$ cat config.mk
export PLATFORM = sky130hd
export DESIGN_NAME = dirty_row_window_refresh
export DESIGN_NICKNAME = d
export VERILOG_FILES = /design/src/drwr_pkg.sv /design/src/drwr_div.sv /design/src/dirty_row_window_refresh.sv
export SDC_FILE = /design/constraint.sdc
export NUM_CORES = 1
export LEC_CHECK = 0
export ABC_AREA = 1
export BUFFER_PORTS_ARGS = -buffer_cell sky130_fd_sc_hd__buf_2
export CORE_MARGIN = 5
export CORE_UTILIZATION = 50
export DETAILED_ROUTE_END_ITERATION = 16
export HOLD_SLACK_MARGIN = 0.15
export PLACE_DENSITY_LB_ADDON = 0.12
export SLEW_MARGIN = 20
export SYNTH_ARGS = -nofsm -noshare
export SYNTH_HDL_FRONTEND = slang
export SYNTH_HIERARCHICAL = 1
export SYNTH_SLANG_ARGS = --single-unit
export TNS_END_PERCENT = 30
$ cat constraint.sdc
create_clock -name clock -period 8.4 [get_ports clock]
set_input_delay 1.68 -clock clock [delete_from_list [all_inputs] [get_ports clock]]
set_output_delay 1.68 -clock clock [all_outputs]
set_load 0.01 [all_outputs]
$ cat src/drwr_pkg.sv
`timescale 1ns / 1ps
`default_nettype none

package drwr_pkg;

   localparam int CSR_ADDR_WIDTH = 3;
   localparam int CSR_DATA_WIDTH = 32;
   localparam int CFG_WIDTH      = 13;
   localparam int ROW_WIDTH      = 16;
   localparam int LINE_WIDTH     = CFG_WIDTH + 1;
   localparam int BYTE_IDX_WIDTH = 4;

   localparam logic [CFG_WIDTH-1:0] PANEL_COLUMNS_RESET = 13'd480;
   localparam logic [CFG_WIDTH-1:0] PANEL_ROWS_RESET    = 13'd320;

   localparam logic REG_PANEL_COLUMNS = 1'b0;
   localparam logic REG_PANEL_ROWS    = 1'b1;

   localparam logic [1:0] ACT_ROW_MARK  = 2'd0;
   localparam logic [1:0] ACT_PAGE_MARK = 2'd1;
   localparam logic [1:0] ACT_FLUSH     = 2'd2;

   localparam logic [7:0] CMD_COLUMNS = 8'h2A;
   localparam logic [7:0] CMD_PAGES   = 8'h2B;
   localparam logic [7:0] CMD_WRITE   = 8'h2C;

   localparam logic [BYTE_IDX_WIDTH-1:0] LAST_BYTE_IDX = 4'd10;

   typedef enum logic [1:0] {
      ST_IDLE,
      ST_DIV_LO,
      ST_DIV_HI,
      ST_EMIT
   } drwr_state_type;

   typedef struct packed {
      logic busy;
      logic done;
   } drwr_div_status_type;

endpackage

`default_nettype wire

$ cat src/drwr_div.sv
`timescale 1ns / 1ps
`default_nettype none

module drwr_div
   import drwr_pkg::*;
#(
   parameter int DW = 24
) (
   input  logic                       clock,
   input  logic                       reset,
   input  logic                       start,
   input  logic [DW-1:0]              dividend,
   input  logic [LINE_WIDTH-1:0]      divisor,
   output logic [DW-1:0]              quotient,
   output drwr_div_status_type        status
);

   localparam int CW = $clog2(DW);

   logic [LINE_WIDTH-1:0] rem_ff, rem_in;
   logic [DW-1:0]         quo_ff, quo_in;
   logic [CW-1:0]         count_ff, count_in;
   logic                  active_ff, active_in;
   logic                  done_ff, done_in;

   logic [LINE_WIDTH:0]   trial;
   logic [LINE_WIDTH:0]   diff;
   logic                  fits;

   // One restoring step per cycle; dividend bits shift out as quotient bits shift in.
   always_comb begin
      trial     = {rem_ff, quo_ff[DW-1]};
      diff      = trial - {1'b0, divisor};
      fits      = (trial >= {1'b0, divisor});
      rem_in    = rem_ff;
      quo_in    = quo_ff;
      count_in  = count_ff;
      active_in = active_ff;
      done_in   = 1'b0;
      if (start) begin
         rem_in    = '0;
         quo_in    = dividend;
         count_in  = '0;
         active_in = 1'b1;
      end else if (active_ff) begin
         rem_in   = fits ? diff[LINE_WIDTH-1:0] : trial[LINE_WIDTH-1:0];
         quo_in   = {quo_ff[DW-2:0], fits};
         count_in = count_ff + 1'b1;
         if (count_ff == CW'(DW - 1)) begin
            active_in = 1'b0;
            done_in   = 1'b1;
         end
      end
   end

   always_ff @(posedge clock) begin
      rem_ff   <= rem_in;
      quo_ff   <= quo_in;
      count_ff <= count_in;
      if (reset) begin
         active_ff <= 1'b0;
         done_ff   <= 1'b0;
      end else begin
         active_ff <= active_in;
         done_ff   <= done_in;
      end
   end

   assign quotient    = quo_ff;
   assign status.busy = active_ff;
   assign status.done = done_ff;

endmodule

`default_nettype wire

$ cat src/dirty_row_window_refresh.sv
// Row mark: accepted without leaving idle, so ready stays high.
// Page mark: two divisions in turn, ST_DIV_LO then ST_DIV_HI, through one
//   shared divider that resolves one quotient bit per cycle.
// Flush: first byte in the cycle after accept, then one byte per cycle while
//   rsp_ready holds; eleven bytes. No new transaction until the last is taken.
// Reset: synchronous; columns 480, rows 320, dirty range cleared to zero.
`timescale 1ns / 1ps
`default_nettype none

module dirty_row_window_refresh
   import drwr_pkg::*;
#(
   parameter int PAGE_BITS = 12
) (
   input  logic                      clock,
   input  logic                      reset,

   input  logic                      req_valid,
   output logic                      req_ready,
   input  logic [1:0]                req_action,
   input  logic                      req_whole_frame,
   input  logic [11:0]               req_row_start,
   input  logic [12:0]               req_row_count,
   input  logic [11:0]               req_page_index,

   output logic                      rsp_valid,
   input  logic                      rsp_ready,
   output logic                      rsp_is_parameter,
   output logic [7:0]                rsp_link_byte,
   output logic [11:0]               rsp_window_first_row,
   output logic [11:0]               rsp_window_last_row,
   output logic                      rsp_last,

   input  logic                      csr_psel,
   input  logic                      csr_penable,
   input  logic                      csr_pwrite,
   input  logic [CSR_ADDR_WIDTH-1:0] csr_paddr,
   input  logic [CSR_DATA_WIDTH-1:0] csr_pwdata,
   output logic [CSR_DATA_WIDTH-1:0] csr_prdata,
   output logic                      csr_pready
);

   localparam int DW = 12 + PAGE_BITS;

   drwr_state_type state_ff, state_in;

   logic [CFG_WIDTH-1:0]      panel_columns_ff, panel_columns_in;
   logic [CFG_WIDTH-1:0]      panel_rows_ff, panel_rows_in;
   logic [ROW_WIDTH-1:0]      dirty_first_ff, dirty_first_in;
   logic [ROW_WIDTH-1:0]      dirty_last_ff, dirty_last_in;
   logic [ROW_WIDTH-1:0]      win_first_ff, win_first_in;
   logic [ROW_WIDTH-1:0]      win_last_ff, win_last_in;
   logic [BYTE_IDX_WIDTH-1:0] byte_idx_ff, byte_idx_in;
   logic [11:0]               page_ff, page_in;
   logic [DW-1:0]             lo_ff, lo_in;

   logic                      req_fire;
   logic                      rsp_fire;
   logic                      csr_write;
   logic [ROW_WIDTH-1:0]      lastrow;
   logic [ROW_WIDTH-1:0]      col_end;
   logic [11:0]               mark_y;
   logic [12:0]               mark_n;
   logic [13:0]               mark_sum;
   logic [ROW_WIDTH-1:0]      mark_hi;
   logic [ROW_WIDTH-1:0]      page_hi;
   logic                      bad_range;

   logic                      div_start;
   logic [DW-1:0]             div_dividend;
   logic [DW-1:0]             div_quotient;
   drwr_div_status_type       div_status;

   assign req_fire  = req_valid && req_ready;
   assign rsp_fire  = rsp_valid && rsp_ready;
   assign csr_write = csr_psel && csr_penable && csr_pwrite && csr_pready;
   assign lastrow   = {3'b000, panel_rows_ff} - 16'd1;
   assign col_end   = {3'b000, panel_columns_ff} - 16'd1;

   assign csr_pready = 1'b1;
   assign csr_prdata = (csr_paddr[2] == REG_PANEL_ROWS)
                     ? {{(CSR_DATA_WIDTH-CFG_WIDTH){1'b0}}, panel_rows_ff}
                     : {{(CSR_DATA_WIDTH-CFG_WIDTH){1'b0}}, panel_columns_ff};

   drwr_div #(
      .DW(DW)
   ) u_div (
      .clock    (clock),
      .reset    (reset),
      .start    (div_start),
      .dividend (div_dividend),
      .divisor  ({panel_columns_ff, 1'b0}),
      .quotient (div_quotient),
      .status   (div_status)
   );

   // Next state
   always_comb begin
      state_in = state_ff;
      case (state_ff)
         ST_IDLE: begin
            if (req_fire) begin
               case (req_action)
                  ACT_PAGE_MARK: state_in = ST_DIV_LO;
                  ACT_FLUSH:     state_in = ST_EMIT;
                  default:       state_in = ST_IDLE;
               endcase
            end
         end
         ST_DIV_LO: if (div_status.done) state_in = ST_DIV_HI;
         ST_DIV_HI: if (div_status.done) state_in = ST_IDLE;
         ST_EMIT: begin
            if (rsp_fire && byte_idx_ff == LAST_BYTE_IDX) state_in = ST_IDLE;
         end
         default: state_in = ST_IDLE;
      endcase
   end

   // Outputs of the sequencer
   always_comb begin
      req_ready    = (state_ff == ST_IDLE);
      rsp_valid    = (state_ff == ST_EMIT);
      div_start    = 1'b0;
      div_dividend = {page_ff, {PAGE_BITS{1'b1}}};
      case (state_ff)
         ST_IDLE: begin
            div_start    = req_fire && (req_action == ACT_PAGE_MARK);
            div_dividend = {req_page_index, {PAGE_BITS{1'b0}}};
         end
         ST_DIV_LO: div_start = div_status.done;
         default:   div_start = 1'b0;
      endcase
   end

   // Row mark end, saturating; page mark end clamped to the last row; window range check
   always_comb begin
      mark_y   = req_whole_frame ? 12'd0 : req_row_start;
      mark_n   = req_whole_frame ? panel_rows_ff : req_row_count;
      mark_sum = {2'b00, mark_y} + {1'b0, mark_n};
      mark_hi  = (mark_sum == 14'd0) ? {ROW_WIDTH{1'b1}}
                                     : {2'b00, mark_sum - 14'd1};
      page_hi  = (div_quotient > {{(DW-ROW_WIDTH){1'b0}}, lastrow})
               ? lastrow : div_quotient[ROW_WIDTH-1:0];
      bad_range = (dirty_first_ff > dirty_last_ff) || (dirty_first_ff > lastrow)
               || (dirty_last_ff > lastrow);
   end

   // Datapath next values
   always_comb begin
      panel_columns_in = panel_columns_ff;
      panel_rows_in    = panel_rows_ff;
      dirty_first_in   = dirty_first_ff;
      dirty_last_in    = dirty_last_ff;
      win_first_in     = win_first_ff;
      win_last_in      = win_last_ff;
      byte_idx_in      = byte_idx_ff;
      page_in          = page_ff;
      lo_in            = lo_ff;

      if (csr_write) begin
         if (csr_paddr[2] == REG_PANEL_ROWS) panel_rows_in = csr_pwdata[CFG_WIDTH-1:0];
         else                                panel_columns_in = csr_pwdata[CFG_WIDTH-1:0];
      end

      case (state_ff)
         ST_IDLE: begin
            page_in     = req_page_index;
            byte_idx_in = '0;
            if (req_fire && req_action == ACT_ROW_MARK) begin
               if ({4'b0000, mark_y} < dirty_first_ff) dirty_first_in = {4'b0000, mark_y};
               if (mark_hi > dirty_last_ff)            dirty_last_in  = mark_hi;
            end
            if (req_fire && req_action == ACT_FLUSH) begin
               // Fall back to the whole frame on an inverted or out-of-range window
               win_first_in   = bad_range ? '0 : dirty_first_ff;
               win_last_in    = bad_range ? lastrow : dirty_last_ff;
               dirty_first_in = lastrow;
               dirty_last_in  = '0;
            end
         end
         ST_DIV_LO: if (div_status.done) lo_in = div_quotient;
         ST_DIV_HI: begin
            if (div_status.done) begin
               if (lo_ff < {{(DW-ROW_WIDTH){1'b0}}, dirty_first_ff})
                  dirty_first_in = lo_ff[ROW_WIDTH-1:0];
               if (page_hi > dirty_last_ff) dirty_last_in = page_hi;
            end
         end
         ST_EMIT: if (rsp_fire) byte_idx_in = byte_idx_ff + 1'b1;
         default: byte_idx_in = '0;
      endcase
   end

   always_ff @(posedge clock) begin
      win_first_ff <= win_first_in;
      win_last_ff  <= win_last_in;
      page_ff      <= page_in;
      lo_ff        <= lo_in;
      if (reset) begin
         state_ff         <= ST_IDLE;
         panel_columns_ff <= PANEL_COLUMNS_RESET;
         panel_rows_ff    <= PANEL_ROWS_RESET;
         dirty_first_ff   <= '0;
         dirty_last_ff    <= '0;
         byte_idx_ff      <= '0;
      end else begin
         state_ff         <= state_in;
         panel_columns_ff <= panel_columns_in;
         panel_rows_ff    <= panel_rows_in;
         dirty_first_ff   <= dirty_first_in;
         dirty_last_ff    <= dirty_last_in;
         byte_idx_ff      <= byte_idx_in;
      end
   end

   // Command and parameter byte for the current position
   always_comb begin
      rsp_is_parameter = 1'b1;
      rsp_link_byte    = 8'h00;
      rsp_last         = 1'b0;
      case (byte_idx_ff)
         4'd0: begin
            rsp_is_parameter = 1'b0;
            rsp_link_byte    = CMD_COLUMNS;
         end
         4'd1:  rsp_link_byte = 8'h00;
         4'd2:  rsp_link_byte = 8'h00;
         4'd3:  rsp_link_byte = col_end[15:8];
         4'd4:  rsp_link_byte = col_end[7:0];
         4'd5: begin
            rsp_is_parameter = 1'b0;
            rsp_link_byte    = CMD_PAGES;
         end
         4'd6:  rsp_link_byte = win_first_ff[15:8];
         4'd7:  rsp_link_byte = win_first_ff[7:0];
         4'd8:  rsp_link_byte = win_last_ff[15:8];
         4'd9:  rsp_link_byte = win_last_ff[7:0];
         4'd10: begin
            rsp_is_parameter = 1'b0;
            rsp_link_byte    = CMD_WRITE;
            rsp_last         = 1'b1;
         end
         default: rsp_link_byte = 8'h00;
      endcase
   end

   assign rsp_window_first_row = win_first_ff[11:0];
   assign rsp_window_last_row  = win_last_ff[11:0];

`ifndef SYNTHESIS
   a_one_at_a_time: assert property (@(posedge clock) disable iff (reset)
      rsp_valid |-> !req_ready)
      else $error("input taken while flush bytes pending");

   a_window_ordered: assert property (@(posedge clock) disable iff (reset)
      rsp_valid |-> (win_first_ff <= win_last_ff))
      else $error("refresh window inverted");

   a_last_returns_idle: assert property (@(posedge clock) disable iff (reset)
      (rsp_fire && rsp_last) |=> req_ready)
      else $error("sequencer did not return to idle after last byte");

   a_div_done_expected: assert property (@(posedge clock) disable iff (reset)
      div_status.done |-> (state_ff == ST_DIV_LO || state_ff == ST_DIV_HI))
      else $error("divider finished outside a page mark");

   a_div_busy_page: assert property (@(posedge clock) disable iff (reset)
      div_status.busy |-> !req_ready)
      else $error("ready while divider busy");
`endif

endmodule

`default_nettype wire

==> summary.txt <==
Status: finished, final reports clean
Vias: 13.2k
Core Area: 0.0279 mm2
Sw Pwr: 1.91 mW
Gate power share: 49.0%
Setup CP Type: in2reg
Mapped Avg Cell Area: 7.35 um2
Post-CTS Setup Repair Bufs: 0
Worst-path fanout max: 26
First-pass GRT wire length: 68.0 mm
Initial drt markers: 1365
Final core occ: 55.0%
Worst-margin pin slew: 0.979 ns
Fmax achieved: 0.147 GHz
Initial Utilization: 50.8%
Vias/cell: 5.54
CP startpoint kind: input pin
Antenna Violating Nets Remaining: 0
DR WL/cell: 18.7 um
Area Growth Syn to Fin: 8.36%
Fin cells: 2391
# clock sinks: 177
WL met1: 20.6 mm
Clock Latency Late Sink: 0.45 ns
Hold Path Class: reg2reg
Pre-antenna DRT Iters: 5
Slowest CP cell: clkinv_1
Skew final: 0.0165 ns
Die Width: 178 um
Final setup viols: 0
Slowest stage delay, CP: 0.50 ns
Die height: 178 um
Pleak: 7.33 nW
Pwr/cell area: 264 mW/mm2
RSZ-0062 raised after global routing: no
Final GP Congestion: 0.967
Worst R2R Path Depth: 29
Post-Syn Instances: 1931
Reg power frac: 30.3%
Number of port buffers: 109
I/O pins: 151
Die footprint: 0.0318 mm2
Pwr Total: 4.06 mW
Post_cts resized: 0
Post-synthesis instance area: 0.0142 mm2
Clock Power Share: 20.7%
Sw Ratio: 47.0%
Antenna violations before repair: 4
Yosys warns: 6
Total GRT Usage: 27.9%
HPWL Detailed: 35.2 mm
Arrival @ worst endpoint: 7.15 ns
Row count: 61
Post-route DRC: 0
Root Buffer: clkbuf_16
Routed WL: 44.7 mm
P_int: 2.15 mW
CP required: 8.76 ns
Bufs on Longest Clock Path: 2
Met2 wire length: 18.6 mm
Crit end category: flip-flop
Placed instance count: 2357
Final min period: 6.78 ns
Share of layout cells above drive strength 1: 13.0%
Largest net degree at the start of global routing: 53
Max_slew headroom: 34.7%
Pins Over Slew Limit: 0
Worst hold stages: 1
Max_cap viols: 0
CTS tree: done
Htree depth: 4
IR Drop Worst-Case VDD: 0.000137 V
Worst-path clk slew: 0.08 ns
Num CTS Buffers: 17
Final Hold Fails: 0
GRT overflow: 0
Tcrit/Tclk final: 80.8%
Highest metal used: met5
Nets: 2236
Hold Buf Count CTS: 0
Met3 wire len: 4.25 mm
Filler cell count: 2743
Vias in the first global route: 11.8k
Setup_tns: 0 ns
routing by layer:
layer	vias to the layer above	track usage [%]
li1	6520	-
met4	6	8.47
met5	-	0
met1	6101	40.8
met3	83	6.57
met2	535	40.8
cells in the final DEF, fill, tap and decap left out, types with 17 or more instances in the layout:
cell / count
nand2_2: 27
o21ai_0: 117
ha_1: 154
conb_1: 22
nand2_1: 490
nor3_1: 22
buf_2: 109
nor2_1: 118
edfxtp_1: 92
nor2_2: 22
dfxtp_1: 85
nand4_1: 35
a21oi_1: 131
nand3_1: 119
clkbuf_16: 17
inv_1: 236
area by class of cell:
cell class / instances / area, um2 / area share [%]
clock buffers: 17 / 425 / 2.77
well taps: 378 / 473 / 3.08
multi-input cells: 1428 / 8250 / 53.6
repair buffers: 118 / 613 / 3.99
clock inverters: 15 / 185 / 1.20
flip-flops and latches: 177 / 4460 / 29.0
inverters: 256 / 961 / 6.25
diodes: 2 / 5.00 / 0.0326
final timing paths:
| kind | slack, ns | endpoint | start |
|---|---|---|---|
| setup / recovery | 1.62 | dirty_last_ff[0] | req_whole_frame |
| hold / removal | 0.46 | u_div/count_ff[4] | u_div/count_ff[4] |
| setup reg to reg | 2.13 | dirty_last_ff[0] | panel_rows_ff[0] |
| hold reg to reg | 0.46 | u_div/count_ff[4] | u_div/count_ff[4] |
power by group through the flow:
stage	registers (mW)	logic, mW	clock network, mW
3_3_place_gp	1.24	1.90	0
2_1_floorplan	1.17	1.59	0
6_report	1.23	1.99	0.839
5_1_grt	1.24	2.23	0.886
4_1_cts	1.22	1.95	0.851
3_5_place_dp	1.24	1.94	0
metrics by stage:
| step | hold WS (ns) | setup WS (ns) | cell area [um2] |
|---|---|---|---|
| after floorplan | 0.424 | 2.47 | 14300 |
| after global placement | 0.442 | 1.36 | 14800 |
| after detailed placement | 0.449 | 1.28 | 14800 |
| after CTS | 0.463 | 1.72 | 15400 |
| after global routing | 0.491 | 1.08 | 15400 |
| final | 0.462 | 1.62 | 15400 |
critical path: cells and delay by family:
family                   cells  cell delay [ns]
adder cells (fa/ha/maj)      4             1.13
AND/OR/NAND/NOR             12             1.79
buffers and inverters        7             1.45
AO/OA/AOI/OAI                6             1.09
flip-flops by register name, summed over array words and instances, names as in the netlist:
register          cells
panel_rows_ff        13
u_div/quotient       24
page_ff              12
state_ff              2
panel_columns_ff     13
lo_ff                24
u_div/rem_ff         14
byte_idx_ff           4
win_last_ff          16
u_div/count_ff        5
dirty_first_ff       16
u_div/done_ff         1
win_first_ff         16
u_div/active_ff       1
dirty_last_ff        16
Note: power is estimated with default switching activity, not from simulation.
